[src/hdl/assert_macros.svh]
// Assertion helpers shared by the modules that check their own logic.
`ifndef ASSERT_MACROS_SVH
`define ASSERT_MACROS_SVH

// The expression holds at every clock edge outside reset.
`define ASSERT_ALWAYS(label, clk, rst_n, expr) \
    label: assert property (@(posedge clk) disable iff (!rst_n) (expr)) \
        else $error("assertion failed: invariant violated");

// The consequent holds in the same cycle as the antecedent.
`define ASSERT_IMPL(label, clk, rst_n, ante, cons) \
    label: assert property (@(posedge clk) disable iff (!rst_n) (ante) |-> (cons)) \
        else $error("assertion failed: implication violated");

// The consequent holds in the cycle after the antecedent.
`define ASSERT_NEXT(label, clk, rst_n, ante, cons) \
    label: assert property (@(posedge clk) disable iff (!rst_n) (ante) |=> (cons)) \
        else $error("assertion failed: next-cycle implication violated");

`endif

[src/hdl/adm_pkg.sv]
package adm_pkg;

    localparam int SAMPLE_BITS_DEF = 10;
    localparam int TIME_BITS       = 32;
    localparam int MAG_BITS        = 11;
    localparam int CFG_INDEX_BITS  = 2;
    localparam int CFG_DATA_BITS   = 32;

    localparam logic [MAG_BITS-1:0] MAG_MAX = 11'd2047;

    localparam logic [CFG_INDEX_BITS-1:0] REG_POLL_MODE       = 2'd0;
    localparam logic [CFG_INDEX_BITS-1:0] REG_POLL_PERIOD     = 2'd1;
    localparam logic [CFG_INDEX_BITS-1:0] REG_EVENT_THRESHOLD = 2'd2;

    localparam logic                 POLL_MODE_RESET   = 1'b1;
    localparam logic [TIME_BITS-1:0] POLL_PERIOD_RESET = 32'd100;
    localparam logic [MAG_BITS-1:0]  THRESHOLD_RESET   = 11'd1000;

    typedef struct packed {
        logic busy;
        logic done;
    } sqrt_status_t;

endpackage

[src/hdl/adm_if.sv]
interface adm_in_if #(
    parameter int SAMPLE_BITS = adm_pkg::SAMPLE_BITS_DEF
);
    import adm_pkg::*;

    logic                          valid;
    logic                          ready;
    logic [TIME_BITS-1:0]          now_ms;
    logic                          data_ready;
    logic signed [SAMPLE_BITS-1:0] accel_x;
    logic signed [SAMPLE_BITS-1:0] accel_y;
    logic signed [SAMPLE_BITS-1:0] accel_z;

    modport source (
        output valid, now_ms, data_ready, accel_x, accel_y, accel_z,
        input  ready
    );
    modport sink (
        input  valid, now_ms, data_ready, accel_x, accel_y, accel_z,
        output ready
    );
endinterface

interface adm_out_if;
    import adm_pkg::*;

    logic                valid;
    logic                ready;
    logic                computed;
    logic [MAG_BITS-1:0] magnitude;
    logic [MAG_BITS-1:0] peak_out;
    logic                event_res;

    modport source (
        output valid, computed, magnitude, peak_out, event_res,
        input  ready
    );
    modport sink (
        input  valid, computed, magnitude, peak_out, event_res,
        output ready
    );
endinterface

interface adm_cfg_if;
    import adm_pkg::*;

    logic                      valid;
    logic                      ready;
    logic [CFG_INDEX_BITS-1:0] index;
    logic [CFG_DATA_BITS-1:0]  data;

    modport source (
        output valid, index, data,
        input  ready
    );
    modport sink (
        input  valid, index, data,
        output ready
    );
endinterface

[src/hdl/adm_lane.sv]
module adm_lane #(
    parameter int SAMPLE_BITS = adm_pkg::SAMPLE_BITS_DEF
) (
    input  logic                          clk,
    input  logic                          load,
    input  logic signed [SAMPLE_BITS-1:0] cur,
    input  logic signed [SAMPLE_BITS-1:0] prev,
    output logic [2*SAMPLE_BITS-1:0]      sq
);
    import adm_pkg::*;

    logic signed [SAMPLE_BITS:0]   diff;
    logic [SAMPLE_BITS:0]          abs_diff;
    logic [SAMPLE_BITS-1:0]        delta_reg;
    logic [SAMPLE_BITS-1:0]        delta_next;
    logic [2*SAMPLE_BITS-1:0]      sq_reg;
    logic [2*SAMPLE_BITS-1:0]      sq_next;

    always_comb
    begin
        diff       = {cur[SAMPLE_BITS-1], cur} - {prev[SAMPLE_BITS-1], prev};
        abs_diff   = diff[SAMPLE_BITS] ? (~diff + 1'b1) : diff;
        delta_next = load ? abs_diff[SAMPLE_BITS-1:0] : delta_reg;
        sq_next    = delta_reg * delta_reg;
    end

    always_ff @(posedge clk)
    begin
        delta_reg <= delta_next;
        sq_reg    <= sq_next;
    end

    assign sq = sq_reg;

endmodule

[src/hdl/adm_isqrt.sv]
`include "assert_macros.svh"

module adm_isqrt #(
    parameter int ROOT_BITS = adm_pkg::SAMPLE_BITS_DEF + 1
) (
    input  logic                     clk,
    input  logic                     rst_n,
    input  logic                     start,
    input  logic [2*ROOT_BITS-1:0]   radicand,
    output adm_pkg::sqrt_status_t    status,
    output logic [ROOT_BITS-1:0]     root
);
    import adm_pkg::*;

    localparam int RAD_BITS   = 2 * ROOT_BITS;
    localparam int REM_BITS   = ROOT_BITS + 2;
    localparam int TRIAL_BITS = REM_BITS + 2;
    localparam int CNT_BITS   = $clog2(ROOT_BITS + 1);

    logic [RAD_BITS-1:0]   rad_reg;
    logic [RAD_BITS-1:0]   rad_next;
    logic [REM_BITS-1:0]   rem_reg;
    logic [REM_BITS-1:0]   rem_next;
    logic [ROOT_BITS-1:0]  root_reg;
    logic [ROOT_BITS-1:0]  root_next;
    logic [CNT_BITS-1:0]   cnt_reg;
    logic [CNT_BITS-1:0]   cnt_next;
    logic                  busy_reg;
    logic                  busy_next;
    logic                  done_reg;
    logic                  done_next;
    logic [TRIAL_BITS-1:0] shifted;
    logic [TRIAL_BITS-1:0] subtrahend;
    logic [TRIAL_BITS-1:0] diff;
    logic                  fits;

    always_comb
    begin
        shifted    = {rem_reg, rad_reg[RAD_BITS-1 -: 2]};
        subtrahend = {2'b00, root_reg, 2'b01};
        fits       = shifted >= subtrahend;
        diff       = shifted - subtrahend;

        rad_next  = rad_reg;
        rem_next  = rem_reg;
        root_next = root_reg;
        cnt_next  = cnt_reg;
        busy_next = busy_reg;
        done_next = 1'b0;

        if (start)
        begin
            rad_next  = radicand;
            rem_next  = '0;
            root_next = '0;
            cnt_next  = CNT_BITS'(ROOT_BITS);
            busy_next = 1'b1;
        end
        else if (busy_reg)
        begin
            rad_next  = {rad_reg[RAD_BITS-3:0], 2'b00};
            rem_next  = fits ? diff[REM_BITS-1:0] : shifted[REM_BITS-1:0];
            root_next = {root_reg[ROOT_BITS-2:0], fits};
            cnt_next  = cnt_reg - 1'b1;
            if (cnt_reg == CNT_BITS'(1))
            begin
                busy_next = 1'b0;
                done_next = 1'b1;
            end
        end
    end

    always_ff @(posedge clk or negedge rst_n)
    begin
        if (!rst_n)
        begin
            cnt_reg  <= '0;
            busy_reg <= 1'b0;
            done_reg <= 1'b0;
        end
        else
        begin
            cnt_reg  <= cnt_next;
            busy_reg <= busy_next;
            done_reg <= done_next;
        end
    end

    always_ff @(posedge clk)
    begin
        rad_reg  <= rad_next;
        rem_reg  <= rem_next;
        root_reg <= root_next;
    end

    assign status.busy = busy_reg;
    assign status.done = done_reg;
    assign root        = root_reg;

    `ASSERT_IMPL(a_start_when_free, clk, rst_n, start, !busy_reg)
    `ASSERT_IMPL(a_done_after_busy, clk, rst_n, done_reg, $past(busy_reg) && !busy_reg)
    `ASSERT_IMPL(a_busy_has_steps, clk, rst_n, busy_reg, cnt_reg != '0)

endmodule

[src/hdl/accel_delta_magnitude_detector_core.sv]
// Accelerometer delta-magnitude detector.
// The sample channel takes one request per handler call: time, data-ready flag
// and a three-axis sample. The result channel returns exactly one request for
// each sample: the computed flag, latest magnitude, peak and event flag.
// The cfg channel writes poll_mode (index 0), poll_period_ms (index 1) and
// event_threshold (index 2); other indexes are ignored. It is always ready. The
// user must write it only with no sample in flight; the block does not enforce it.
// A sample that takes no reading goes straight to the hold state, and its result
// is registered in the output register once that is free. A reading runs through
// the three axis lanes (delta, square), the sum and the bit-serial square root
// unit, one root bit per cycle, then the hold state and the output register. One
// sample is in flight at a time: the next sample is taken only after the result
// of the last one has been moved into the output register.
// Reset restores the register defaults, clears the stored sample, time, peak
// and latest magnitude, and marks the block unprimed: the first sample after
// reset only stores the sample and time. The finished result waits in an
// output register while the receiver stalls; the next sample is still taken
// and processed, and its result waits until the output register is freed.
`include "assert_macros.svh"

module accel_delta_magnitude_detector_core #(
    parameter int SAMPLE_BITS = adm_pkg::SAMPLE_BITS_DEF
) (
    input  logic      clk,
    input  logic      rst_n,
    adm_cfg_if.sink   cfg,
    adm_in_if.sink    sample,
    adm_out_if.source result
);
    import adm_pkg::*;

    localparam int SQ_BITS   = 2 * SAMPLE_BITS;
    localparam int ROOT_BITS = SAMPLE_BITS + 1;
    localparam int RAD_BITS  = 2 * ROOT_BITS;
    localparam int CMP_BITS  = (ROOT_BITS > MAG_BITS) ? ROOT_BITS : MAG_BITS;

    localparam logic [2:0] ST_IDLE  = 3'd0;
    localparam logic [2:0] ST_SQ    = 3'd1;
    localparam logic [2:0] ST_START = 3'd2;
    localparam logic [2:0] ST_ROOT  = 3'd3;
    localparam logic [2:0] ST_HOLD  = 3'd4;

    logic [2:0]                    state_reg;
    logic [2:0]                    state_next;
    logic                          poll_mode_reg;
    logic                          poll_mode_next;
    logic [TIME_BITS-1:0]          poll_period_reg;
    logic [TIME_BITS-1:0]          poll_period_next;
    logic [MAG_BITS-1:0]           threshold_reg;
    logic [MAG_BITS-1:0]           threshold_next;
    logic signed [SAMPLE_BITS-1:0] prev_x_reg;
    logic signed [SAMPLE_BITS-1:0] prev_x_next;
    logic signed [SAMPLE_BITS-1:0] prev_y_reg;
    logic signed [SAMPLE_BITS-1:0] prev_y_next;
    logic signed [SAMPLE_BITS-1:0] prev_z_reg;
    logic signed [SAMPLE_BITS-1:0] prev_z_next;
    logic [TIME_BITS-1:0]          last_read_reg;
    logic [TIME_BITS-1:0]          last_read_next;
    logic [MAG_BITS-1:0]           peak_reg;
    logic [MAG_BITS-1:0]           peak_next;
    logic [MAG_BITS-1:0]           latest_reg;
    logic [MAG_BITS-1:0]           latest_next;
    logic                          primed_reg;
    logic                          primed_next;
    logic                          pend_computed_reg;
    logic                          pend_computed_next;
    logic                          pend_event_reg;
    logic                          pend_event_next;
    logic                          out_valid_reg;
    logic                          out_valid_next;
    logic                          out_computed_reg;
    logic                          out_computed_next;
    logic [MAG_BITS-1:0]           out_mag_reg;
    logic [MAG_BITS-1:0]           out_mag_next;
    logic [MAG_BITS-1:0]           out_peak_reg;
    logic [MAG_BITS-1:0]           out_peak_next;
    logic                          out_event_reg;
    logic                          out_event_next;

    logic                          accept;
    logic                          cfg_write;
    logic [TIME_BITS-1:0]          elapsed;
    logic                          due;
    logic                          lane_load;
    logic                          sqrt_start;
    logic [SQ_BITS-1:0]            sq_x;
    logic [SQ_BITS-1:0]            sq_y;
    logic [SQ_BITS-1:0]            sq_z;
    logic [RAD_BITS-1:0]           sum_sq;
    sqrt_status_t                  sqrt_status;
    logic [ROOT_BITS-1:0]          root;
    logic [CMP_BITS-1:0]           root_ext;
    logic [MAG_BITS-1:0]           mag;

    assign accept    = sample.valid && sample.ready;
    assign cfg_write = cfg.valid && cfg.ready;
    assign lane_load = accept && primed_reg && due;

    adm_lane #(.SAMPLE_BITS(SAMPLE_BITS)) u_lane_x (
        .clk  (clk),
        .load (lane_load),
        .cur  (sample.accel_x),
        .prev (prev_x_reg),
        .sq   (sq_x)
    );

    adm_lane #(.SAMPLE_BITS(SAMPLE_BITS)) u_lane_y (
        .clk  (clk),
        .load (lane_load),
        .cur  (sample.accel_y),
        .prev (prev_y_reg),
        .sq   (sq_y)
    );

    adm_lane #(.SAMPLE_BITS(SAMPLE_BITS)) u_lane_z (
        .clk  (clk),
        .load (lane_load),
        .cur  (sample.accel_z),
        .prev (prev_z_reg),
        .sq   (sq_z)
    );

    assign sum_sq = RAD_BITS'(sq_x) + RAD_BITS'(sq_y) + RAD_BITS'(sq_z);

    adm_isqrt #(.ROOT_BITS(ROOT_BITS)) u_isqrt (
        .clk      (clk),
        .rst_n    (rst_n),
        .start    (sqrt_start),
        .radicand (sum_sq),
        .status   (sqrt_status),
        .root     (root)
    );

    always_comb
    begin
        elapsed  = sample.now_ms - last_read_reg;
        due      = sample.data_ready || (poll_mode_reg && (elapsed >= poll_period_reg));
        root_ext = CMP_BITS'(root);
        mag      = (root_ext > CMP_BITS'(MAG_MAX)) ? MAG_MAX : root_ext[MAG_BITS-1:0];

        state_next         = state_reg;
        poll_mode_next     = poll_mode_reg;
        poll_period_next   = poll_period_reg;
        threshold_next     = threshold_reg;
        prev_x_next        = prev_x_reg;
        prev_y_next        = prev_y_reg;
        prev_z_next        = prev_z_reg;
        last_read_next     = last_read_reg;
        peak_next          = peak_reg;
        latest_next        = latest_reg;
        primed_next        = primed_reg;
        pend_computed_next = pend_computed_reg;
        pend_event_next    = pend_event_reg;
        out_valid_next     = out_valid_reg;
        out_computed_next  = out_computed_reg;
        out_mag_next       = out_mag_reg;
        out_peak_next      = out_peak_reg;
        out_event_next     = out_event_reg;
        sqrt_start         = 1'b0;

        if (cfg_write)
        begin
            if (cfg.index == REG_POLL_MODE)
            begin
                poll_mode_next = cfg.data[0];
            end
            else if (cfg.index == REG_POLL_PERIOD)
            begin
                poll_period_next = cfg.data;
            end
            else if (cfg.index == REG_EVENT_THRESHOLD)
            begin
                threshold_next = cfg.data[MAG_BITS-1:0];
            end
        end

        if (out_valid_reg && result.ready)
        begin
            out_valid_next = 1'b0;
        end

        unique case (state_reg)
            ST_IDLE:
            begin
                if (accept)
                begin
                    pend_computed_next = 1'b0;
                    pend_event_next    = 1'b0;
                    if (!primed_reg || due)
                    begin
                        prev_x_next    = sample.accel_x;
                        prev_y_next    = sample.accel_y;
                        prev_z_next    = sample.accel_z;
                        last_read_next = sample.now_ms;
                    end
                    primed_next = 1'b1;
                    state_next  = lane_load ? ST_SQ : ST_HOLD;
                end
            end
            ST_SQ:
            begin
                state_next = ST_START;
            end
            ST_START:
            begin
                sqrt_start = 1'b1;
                state_next = ST_ROOT;
            end
            ST_ROOT:
            begin
                if (sqrt_status.done)
                begin
                    latest_next        = mag;
                    peak_next          = (mag > peak_reg) ? mag : peak_reg;
                    pend_computed_next = 1'b1;
                    pend_event_next    = mag >= threshold_reg;
                    state_next         = ST_HOLD;
                end
            end
            ST_HOLD:
            begin
                if (!out_valid_reg || result.ready)
                begin
                    out_valid_next    = 1'b1;
                    out_computed_next = pend_computed_reg;
                    out_mag_next      = latest_reg;
                    out_peak_next     = peak_reg;
                    out_event_next    = pend_event_reg;
                    state_next        = ST_IDLE;
                end
            end
            default:
            begin
                state_next = ST_IDLE;
            end
        endcase
    end

    always_ff @(posedge clk or negedge rst_n)
    begin
        if (!rst_n)
        begin
            state_reg       <= ST_IDLE;
            poll_mode_reg   <= POLL_MODE_RESET;
            poll_period_reg <= POLL_PERIOD_RESET;
            threshold_reg   <= THRESHOLD_RESET;
            prev_x_reg      <= '0;
            prev_y_reg      <= '0;
            prev_z_reg      <= '0;
            last_read_reg   <= '0;
            peak_reg        <= '0;
            latest_reg      <= '0;
            primed_reg      <= 1'b0;
            out_valid_reg   <= 1'b0;
        end
        else
        begin
            state_reg       <= state_next;
            poll_mode_reg   <= poll_mode_next;
            poll_period_reg <= poll_period_next;
            threshold_reg   <= threshold_next;
            prev_x_reg      <= prev_x_next;
            prev_y_reg      <= prev_y_next;
            prev_z_reg      <= prev_z_next;
            last_read_reg   <= last_read_next;
            peak_reg        <= peak_next;
            latest_reg      <= latest_next;
            primed_reg      <= primed_next;
            out_valid_reg   <= out_valid_next;
        end
    end

    always_ff @(posedge clk)
    begin
        pend_computed_reg <= pend_computed_next;
        pend_event_reg    <= pend_event_next;
        out_computed_reg  <= out_computed_next;
        out_mag_reg       <= out_mag_next;
        out_peak_reg      <= out_peak_next;
        out_event_reg     <= out_event_next;
    end

    assign cfg.ready        = 1'b1;
    assign sample.ready     = (state_reg == ST_IDLE);
    assign result.valid     = out_valid_reg;
    assign result.computed  = out_computed_reg;
    assign result.magnitude = out_mag_reg;
    assign result.peak_out  = out_peak_reg;
    assign result.event_res = out_event_reg;

    `ASSERT_NEXT(a_peak_never_falls, clk, rst_n, 1'b1, peak_reg >= $past(peak_reg))
    `ASSERT_ALWAYS(a_latest_within_peak, clk, rst_n, latest_reg <= peak_reg)
    `ASSERT_IMPL(a_event_needs_reading, clk, rst_n, out_valid_reg && out_event_reg,
        out_computed_reg)

endmodule
[src/flat_wrapper.sv]
// flat-port wrapper written by rule: the top's interface ports become plain ports
module accel_delta_magnitude_detector_core_flat import adm_pkg::*;
#(
    parameter int SAMPLE_BITS = adm_pkg::SAMPLE_BITS_DEF
)
  (clk, rst_n, cfg_valid, cfg_index, cfg_data, cfg_ready, sample_valid, sample_now_ms, sample_data_ready, sample_accel_x, sample_accel_y, sample_accel_z, sample_ready, result_valid, result_computed, result_magnitude, result_peak_out, result_event_res, result_ready);
  adm_cfg_if cfg_i ();
  adm_in_if #(.SAMPLE_BITS(SAMPLE_BITS)) sample_i ();
  adm_out_if result_i ();
  input  logic clk;
  input  logic rst_n;
  input wire logic [$bits(cfg_i.valid)-1:0] cfg_valid;
  input wire logic [$bits(cfg_i.index)-1:0] cfg_index;
  input wire logic [$bits(cfg_i.data)-1:0] cfg_data;
  output wire logic [$bits(cfg_i.ready)-1:0] cfg_ready;
  input wire logic [$bits(sample_i.valid)-1:0] sample_valid;
  input wire logic [$bits(sample_i.now_ms)-1:0] sample_now_ms;
  input wire logic [$bits(sample_i.data_ready)-1:0] sample_data_ready;
  input wire logic [$bits(sample_i.accel_x)-1:0] sample_accel_x;
  input wire logic [$bits(sample_i.accel_y)-1:0] sample_accel_y;
  input wire logic [$bits(sample_i.accel_z)-1:0] sample_accel_z;
  output wire logic [$bits(sample_i.ready)-1:0] sample_ready;
  output wire logic [$bits(result_i.valid)-1:0] result_valid;
  output wire logic [$bits(result_i.computed)-1:0] result_computed;
  output wire logic [$bits(result_i.magnitude)-1:0] result_magnitude;
  output wire logic [$bits(result_i.peak_out)-1:0] result_peak_out;
  output wire logic [$bits(result_i.event_res)-1:0] result_event_res;
  input wire logic [$bits(result_i.ready)-1:0] result_ready;
  assign cfg_i.valid = cfg_valid;
  assign cfg_i.index = cfg_index;
  assign cfg_i.data = cfg_data;
  assign cfg_ready = cfg_i.ready;
  assign sample_i.valid = sample_valid;
  assign sample_i.now_ms = sample_now_ms;
  assign sample_i.data_ready = sample_data_ready;
  assign sample_i.accel_x = sample_accel_x;
  assign sample_i.accel_y = sample_accel_y;
  assign sample_i.accel_z = sample_accel_z;
  assign sample_ready = sample_i.ready;
  assign result_valid = result_i.valid;
  assign result_computed = result_i.computed;
  assign result_magnitude = result_i.magnitude;
  assign result_peak_out = result_i.peak_out;
  assign result_event_res = result_i.event_res;
  assign result_i.ready = result_ready;
  accel_delta_magnitude_detector_core #(.SAMPLE_BITS(SAMPLE_BITS)) u_core (.clk(clk), .rst_n(rst_n), .cfg(cfg_i), .sample(sample_i), .result(result_i));
endmodule
[config.mk]
export PLATFORM = sky130hd
export DESIGN_NAME = accel_delta_magnitude_detector_core_flat
export DESIGN_NICKNAME = d
export VERILOG_FILES = /design/src/hdl/adm_pkg.sv /design/src/hdl/adm_if.sv /design/src/hdl/adm_lane.sv /design/src/hdl/adm_isqrt.sv /design/src/hdl/accel_delta_magnitude_detector_core.sv /design/src/flat_wrapper.sv
export VERILOG_INCLUDE_DIRS = /design/src /design/src/hdl
export SDC_FILE = /design/constraint.sdc
export NUM_CORES = 1
export LEC_CHECK = 0
export BUFFER_PORTS_ARGS = -buffer_cell sky130_fd_sc_hd__clkbuf_2
export CAP_MARGIN = 20
export CORE_MARGIN = 3
export CORE_UTILIZATION = 55
export CTS_BUF_LIST = sky130_fd_sc_hd__clkbuf_8
export CTS_CLUSTER_SIZE = 14
export DETAILED_ROUTE_END_ITERATION = 8
export GPL_TIMING_DRIVEN = 0
export PLACE_DENSITY = 0.78
export SETUP_SLACK_MARGIN = 0.15
export SYNTH_ARGS = -nofsm -noshare
export SYNTH_HDL_FRONTEND = slang
export SYNTH_HIERARCHICAL = 1
export SYNTH_SLANG_ARGS = --single-unit
[constraint.sdc]
create_clock -name clk -period 14.2 [get_ports clk]
set_input_delay 2.84 -clock clk [delete_from_list [all_inputs] [get_ports clk]]
set_output_delay 2.84 -clock clk [all_outputs]
set_load 0.1 [all_outputs]
After elaboration in Yosys (flattened, before gate mapping)
Cells that the tools add are included.
Widths: inputs -> output; s select.
- magnitude comparators: 5
- muxes and demuxes: 29
- reductions and logical operators: 24
- bitwise logic cells: 5
- add/subtract/negate cells: 11
- shifts and indexed selects: 0
- equal/unequal tests: 10
- div/mod/pow operators: 0
- $mul: 3
- operator list (kind ; number):
    $mul 10x10->20 ; 3
    $mux 22 ; 2
    $sub 10x10->11 ; 3
    $ge 32x32->1 ; 1
    $sub 32x32->32 ; 1
    $add 10x1->10 const B ; 3
    $mux 10 ; 3
    $not 10->10 ; 3
    $add 22x20->22 ; 1
    $add 20x20->21 ; 1
    $ge 15x13->1 ; 1
    $pmux 3 s5 ; 1
    $reduce_and 3->1 ; 5
    $mux 1 ; 13
    $mux 13 ; 1
    $sub 13x13->13 ; 1
    $mux 3 ; 4
    $ge 11x11->1 ; 1
    $gt 11x11->1 ; 1
    $gt 11x11->1 const B ; 1
    $mux 11 ; 1
    $mux 4 ; 2
    $reduce_and 2->1 ; 4
    $eq 3x2->1 const B ; 2
    other kinds (17) ; 28
- RAM bits: 0
- memories kept: 0
- bits in read-only memories: 0
- register bits: 301
- input bits: 102
- bits in latches: 0
- output and inout port bits: 27

Longest topological paths before layout
Gate-level depths: netlist of the first run.
- depth after elaboration: 8
- depth in mapped cells: 22

Hierarchy
Netlist of the first run, hierarchy kept.
- modules (own cells, without submodules) (module ; cells an instance ; instances ; area each (µm²)):
    accel_delta_magnitude_detector_core ; 913 ; 1 ; 10546.4
    adm_lane (u_core.u_lane_x) ; 459 ; 1 ; 4162.7
    adm_lane (u_core.u_lane_y) ; 452 ; 1 ; 4110.2
    adm_lane (u_core.u_lane_z) ; 431 ; 1 ; 4065.1
    adm_isqrt ; 276 ; 1 ; 2875.3

Least setup slack after synthesis of the first run
No wires, ideal clock.
- path kind: input to register
- start point: input sample_now_ms[0]
- end point: register u_core.u_lane_x.delta_reg[0] (enable)
- setup time: 0.421 ns
- slack: 6.317 ns
- cell stages on the path: 20
- required time: 13.779 ns
- data arrival time: 7.462 ns
- cell sequence: inv_1 > ha_1 > inv_1 > fa_1 > a211oi_1 > nor2_1 > o2111ai_4 > nand4b_1 > a221o_1 > a41oi_2 > o21ai_1 > xor2_1 > ha_1 > nand4_1 > nor3_1 > o21ai_1 > nand2_1 > o32a_1 > o21a_1 > nor2b_1
- longest elaborated chain between the ends: 5
- ends and longest elaborated chain (element ; line ; source):
    start: declaration ; flat_wrapper.sv:17 ; input wire logic [$bits(sample_i.now_ms)-1:0] sample_now_ms;
    $sub 32x32->32 ; accel_delta_magnitude_detector_core.sv:136 ; elapsed = sample.now_ms - last_read_reg;
    $ge 32x32->1 ; accel_delta_magnitude_detector_core.sv:137 ; due = sample.data_ready || (poll_mode_reg && (elapsed >= poll_period_reg));
    $logic_and 1x1->1 ; accel_delta_magnitude_detector_core.sv:137 ;
    $logic_or 1x1->1 ; accel_delta_magnitude_detector_core.sv:137 ;
    $logic_and 1x1->1 ; accel_delta_magnitude_detector_core.sv:97 ; assign lane_load = accept && primed_reg && due;
    via u_core.lane_load ; accel_delta_magnitude_detector_core.sv:84 ; logic lane_load;
    end signal: assignment ; adm_lane.sv:29 ; delta_reg <= delta_next;
    end: declaration ; adm_lane.sv:14 ; logic [SAMPLE_BITS-1:0] delta_reg;
The timed path passes the listed nets, and every way through them passes these cells.
A chain may end at the register's enable or synchronous reset.

Worst setup path in the final report of the first run
- start point: input sample_now_ms[1]
- end point: register u_core.u_lane_y.delta_reg[3] (enable)
- longest elaborated chain between the ends: 5
- ends and longest elaborated chain (element ; line):
    $sub 32x32->32 ; accel_delta_magnitude_detector_core.sv:136
    $ge 32x32->1 ; accel_delta_magnitude_detector_core.sv:137
    $logic_and 1x1->1 ; accel_delta_magnitude_detector_core.sv:137
    $logic_or 1x1->1 ; accel_delta_magnitude_detector_core.sv:137
    $logic_and 1x1->1 ; accel_delta_magnitude_detector_core.sv:97
    via u_core.lane_load ; accel_delta_magnitude_detector_core.sv:84
    end signal: assignment ; adm_lane.sv:29
    end: declaration ; adm_lane.sv:14
The timed path passes the listed nets, and every way through them passes these cells.

==> results of run 1 <==
==> through the flow <==
step | cell area (µm²) | hold slack (ns) | util [%] | instances
6_report | 28300 | 0.425 | 61.9 | 3352
5_1_grt | 28300 | 0.446 | 61.9 | 3352
4_1_cts | 28300 | 0.434 | 61.8 | 3351
3_5_place_dp | 27200 | 0.428 | 59.4 | 3258
3_3_place_gp | 27100 | 0.427 | 59.3 | 3257
2_1_floorplan | 25800 | 0.396 | - | 2530
==> area by class of cell <==
type	count	area (µm²)	area share, %
clock buffers	58	798	2.82
plain buffers	69	398	1.40
inverters	408	1530	5.41
multi-input cells	1755	16400	57.8
clock inverters	35	317	1.12
well taps	600	751	2.65
flip-flops and latches	298	7450	26.3
repair buffers	129	699	2.47
==> per-layer routing <==
layer	share of wire, %	track usage [%]
met1	43	26.6
met2	50	38.1
met3	4.4	3.62
met4	2.6	6.69
met5	0.025	0
==> worst paths after layout <==
kind,startpoint,to,slack (ns),depth (start not counted)
worst min-delay path,u_core/pend_computed_reg,u_core/result.computed,0.43,0
min in group asynchronous,rst_n,u_core/prev_y_reg[2],2.10,1
worst max-delay path,sample_now_ms[1],u_core/u_lane_y/delta_reg[3],6.64,18
worst max register to register,u_core/u_lane_y/delta_reg[1],u_core/u_lane_y/sq[18],8.32,17
worst min register to register,u_core/pend_computed_reg,u_core/result.computed,0.43,0
max in group asynchronous,rst_n,u_core/u_isqrt/cnt_reg[1],11.23,2
==> power by group through the flow <==
stage / sequential [W] / combinational, W / clock [W]
3_3_place_gp: 0.00138 / 0.00271 / 0
3_5_place_dp: 0.00139 / 0.00283 / 0
5_1_grt: 0.00141 / 0.00323 / 0.000907
4_1_cts: 0.00138 / 0.00286 / 0.000872
6_report: 0.00138 / 0.00288 / 0.000847
2_1_floorplan: 0.00133 / 0.00231 / 0
==> metrics.cfg, run 1 <==
[status]
status=completed

[clocking]
post_cts_resized=0
clkTransAtPathRegs_ns=0.07
h-tree-depth=2
clock_latency_ns=0.65
postCtsHoldBufs=0
clk_path_buf_depth=3
post_cts_buffers=0
cts_tree=yes
cts.sinks=298
root_buffer=clkbuf_8
cts_buffers=50

[timing]
tightest_slew_ns=0.888
period_share_pct=53.3
maxSlewViolCount=0
fin_skew_ns=0.0429
final_hold_viol_count=0
rsz0062_at_grt=false
finalSetupTns_ns=0
relSlewSlack_pct=40.7
final.setup.worst_slack_ns=6.64
setup_violations=0
min_period_ns=7.56
fmax_ghz=0.132

[power_and_ir_drop]
ir_drop_v=0.000141
pwr-share-clk_pct=16.6
p_leak_nw=13.9
p_int_w=0.00302
total_power_w=0.00511
net-switching-power_w=0.00208
pwr-share-comb_pct=56.4
power_density_mw_per_mm2=180
swShare_pct=40.8
seq_power_share_pct=27.0

[grt]
grt_max_degree=113
grt_pass1_vias=19100
grt_first_pass_wirelength_mm=89.4
grt_overflow=0
grt_util_all_layers_pct=21.4
grt_antenna_before_repair=1

[die]
start_util_pct=56.3
die_width_um=222
die_area_mm2=0.0495
design.core.area_mm2=0.0458
rows=78
io_pins=129
die_y_um=222

[yosys]
syn_area_per_cell_um2=10.2
synth_area_mm2=0.0258
syn-num-nets=3097
yosys_warnings=6
syn_inst=2530

[worst_setup_path]
cpPeakStageDelay_ns=0.72
worst-setup-path-type=in2reg
cp-end-kind=register
crit_required_ns=14.45
cp_max_fo=30
cpMaxStageDelayCell=nor2b_4
critPathMostFrequentCell=ha_1
startpoint_type=primary input
critPathArrivalTime_ns=7.81
crit_family=compound AO/OA/AOI/OAI gates
path_cells=clkbuf_2 > ha_1 > nor2b_1 > o31ai_1 > a211oi_2 > a311oi_2 > o21ai_2 > a31oi_2 > nor4_1 > a311o_1 > ha_1 > nand4_1 > nor3_1 > o21ai_1 > nand2_1 > o32a_1 > o21a_1 > nor2b_4
path_buf_inv=1

[layout]
most-common-layout-cells=inv_1 (417), ha_1 (299), fa_1 (166)
areaGrowthSynthToFinish_pct=9.99
final_common_cell=inv_1
finalNetCount=3278
drive_gt1_share_pct=16.2
fillers=3577
antennaDiodeCount=0

[placement]
post-place-ws_ns=6.04
hpwl_mm=41.5
place.gp.congestion=0.901
io_buffers=127

[route]
vias=18200
route.detailed.drc=0
routed_wl_mm=52.0
wl_per_cell_um=15.5
drtIter0Drc=732
ant_nets=0
vias_per_cell=5.42
firstDrtPassIters=5

[run]
drv_cap=0

[min_path]
min_path_type=reg2reg

Power figures use the tool's default switching activity.
==> run 2, diff against run 1 <==
ABC_AREA = 1   (was default)
PLACE_DENSITY = 0.8   (was 0.78)
clock period = 6.3 ns   (was 14.2 ns; I/O delays follow)
==> metrics.cfg, run 2 <==
[timing]
period_share_pct=84.1
setup_violations=0  ; unchanged
maxSlewViolCount=0  ; unchanged
finalSetupTns_ns=0  ; unchanged
rsz0062_at_grt=false  ; unchanged
final.setup.worst_slack_ns=1.00  ; was 6.64 ns
fin_skew_ns=0.0291  ; was 0.0429 ns
final_hold_viol_count=0  ; unchanged
fmax_ghz=0.189
relSlewSlack_pct=49.8  ; was 40.7%
tightest_slew_ns=0.753  ; was 0.888 ns
min_period_ns=5.30

[placement]
place.gp.congestion=0.918  ; was 0.901
hpwl_mm=46.2  ; was 41.5 mm
io_buffers=127  ; unchanged
placed_cells=4206  ; was 3258
post-place-ws_ns=1.02  ; was 6.04 ns

[route]
vias_per_cell=5.08  ; was 5.42
routed_wl_mm=57.4  ; was 52.0 mm
drtIter0Drc=1219  ; was 732
ant_nets=0  ; unchanged
route.detailed.drc=0  ; unchanged
wl_per_cell_um=13.3  ; was 15.5 µm
firstDrtPassIters=6  ; was 5
vias=21900  ; was 18200

[clocking]
clkTransAtPathRegs_ns=0.07  ; about the same
h-tree-depth=2  ; unchanged
cts.sinks=298  ; unchanged
root_buffer=clkbuf_8  ; unchanged
post_cts_resized=0  ; unchanged
post_cts_buffers=0  ; unchanged
cts_buffers=53  ; was 50
clk_path_buf_depth=3  ; unchanged
postCtsHoldBufs=0  ; unchanged
clock_latency_ns=0.67  ; was 0.65 ns
cts_tree=yes  ; unchanged

[yosys]
synth_area_mm2=0.0267  ; was 0.0258 mm²
yosys_warnings=6  ; unchanged
syn_inst=3461  ; was 2530
syn_area_per_cell_um2=7.72  ; was 10.2 µm²
syn-num-nets=4028  ; was 3097

[layout]
final_common_cell=nand2_1  ; was inv_1
most-common-layout-cells=nand2_1 (937), inv_1 (665), ha_1 (299)  ; was inv_1 (417), ha_1 (299), fa_1 (166)
final_cell_count_no_fill=4306  ; was 3352
drive_gt1_share_pct=9.70  ; was 16.2%
areaGrowthSynthToFinish_pct=10.8  ; was 9.99%
antennaDiodeCount=0  ; unchanged
finalNetCount=4213  ; was 3278

[die]
die_area_mm2=0.0513  ; was 0.0495 mm²
io_pins=129  ; unchanged
die_y_um=226  ; was 222 µm
design.core.area_mm2=0.0478  ; was 0.0458 mm²
rows=80  ; was 78
die_width_um=226  ; was 222 µm
start_util_pct=55.9  ; was 56.3%

[worst_setup_path]
ff2ff_path_depth=17  ; unchanged
cp-end-kind=register  ; unchanged
cp_max_fo=10  ; was 30
startpoint_type=register  ; was primary input
r2r_start=u_core/u_lane_y/delta_reg[7]  ; was u_core/u_lane_y/delta_reg[1]
worst-setup-path-type=reg2reg  ; was in2reg
crit_start=u_core/u_lane_y/delta_reg[7]  ; was sample_now_ms[1]
rr_endpoint=u_core/u_lane_y/sq[12]  ; was u_core/u_lane_y/sq[18]
critPathArrivalTime_ns=5.83  ; was 7.81 ns
crit_required_ns=6.83  ; was 14.45 ns
r2r_setup_slack_ns=1.00  ; was 8.32 ns

[grt]
grt_antenna_before_repair=1  ; unchanged
gr-usage-met1_pct=29.2  ; was 26.6%
grt_first_pass_wirelength_mm=97.0  ; was 89.4 mm
grt_pass1_vias=21400  ; was 19100
grt_overflow=0  ; unchanged
grt.met3_usage_pct=3.83  ; was 3.62%
grt_max_degree=72  ; was 113
grt_util_all_layers_pct=22.8  ; was 21.4%
use_met2_pct=39.1  ; was 38.1%
busiest_layer=met2  ; unchanged

[status]
status=completed  ; unchanged

[min_path]
hold_end=u_core/u_lane_x/sq[0]  ; was u_core/result.computed
hold_path_depth=0  ; unchanged
min-delay-start=u_core/u_lane_x/delta_reg[0]  ; was u_core/pend_computed_reg
min_path_type=reg2reg  ; unchanged

[run]
drv_cap=0  ; unchanged

run 2: cell type report:
cell class / count / area [µm²]
Fill cell: 4098 / 18200
Multi-Input combinational cell: 2398 / 16300
Sequential cell: 298 / 7450
Inverter: 677 / 2550
Clock buffer: 61 / 840
Tap cell: 615 / 769
Timing Repair Buffer: 130 / 714
Clock inverter: 39 / 559
Buffer: 88 / 448
run 2: worst max path at each step:
stage / slack (ns) / endpoint / cells past startpoint
6_report: 1.00 / u_core/u_lane_y/sq[12] / 17
5_1_grt: 0.69 / u_core/u_lane_x/sq[18] / 17
4_1_cts: 1.03 / u_core/u_lane_y/sq[12] / 17
3_5_place_dp: 1.02 / u_core/u_lane_y/delta_reg[2] / 26
3_3_place_gp: 0.66 / u_core/u_lane_y/delta_reg[2] / 25
2_1_floorplan: 1.62 / u_core/u_lane_x/delta_reg[0] / 25
run 2: worst max-delay path: stages (launching register included):
cell	delay, ns
edfxtp_1	0.42
clkbuf_1	0.48
nand2_1	0.17
fa_1	0.50
fa_1	0.55
inv_1	0.06
fa_1	0.50
fa_1	0.54
inv_1	0.05
fa_1	0.53
inv_1	0.04
ha_1	0.34
a21oi_1	0.23
a21boi_0	0.29
o21ai_2	0.14
nand2_1	0.09
nand2_1	0.06
xor2_1	0.16
run 2: metal layers:
metal / up-vias / share of wire (%)
met5: - / 0.023
met2: 440 / 48
met4: 2 / 3.2
met3: 128 / 4.5
li1: 11200 / -
met1: 10100 / 44
run 2: metrics by stage:
step / hold slack, ns / instance area (µm²) / utilization (%)
3_3_place_gp: 0.362 / 28100 / 58.8
4_1_cts: 0.345 / 29600 / 61.9
6_report: 0.341 / 29600 / 61.9
3_5_place_dp: 0.357 / 28200 / 59.0
5_1_grt: 0.375 / 29600 / 61.9
2_1_floorplan: 0.343 / 26700 / -
Power of run 2 is not shown: default switching activity piles up to over one toggle a cycle in this logic, so the estimate is an artifact.
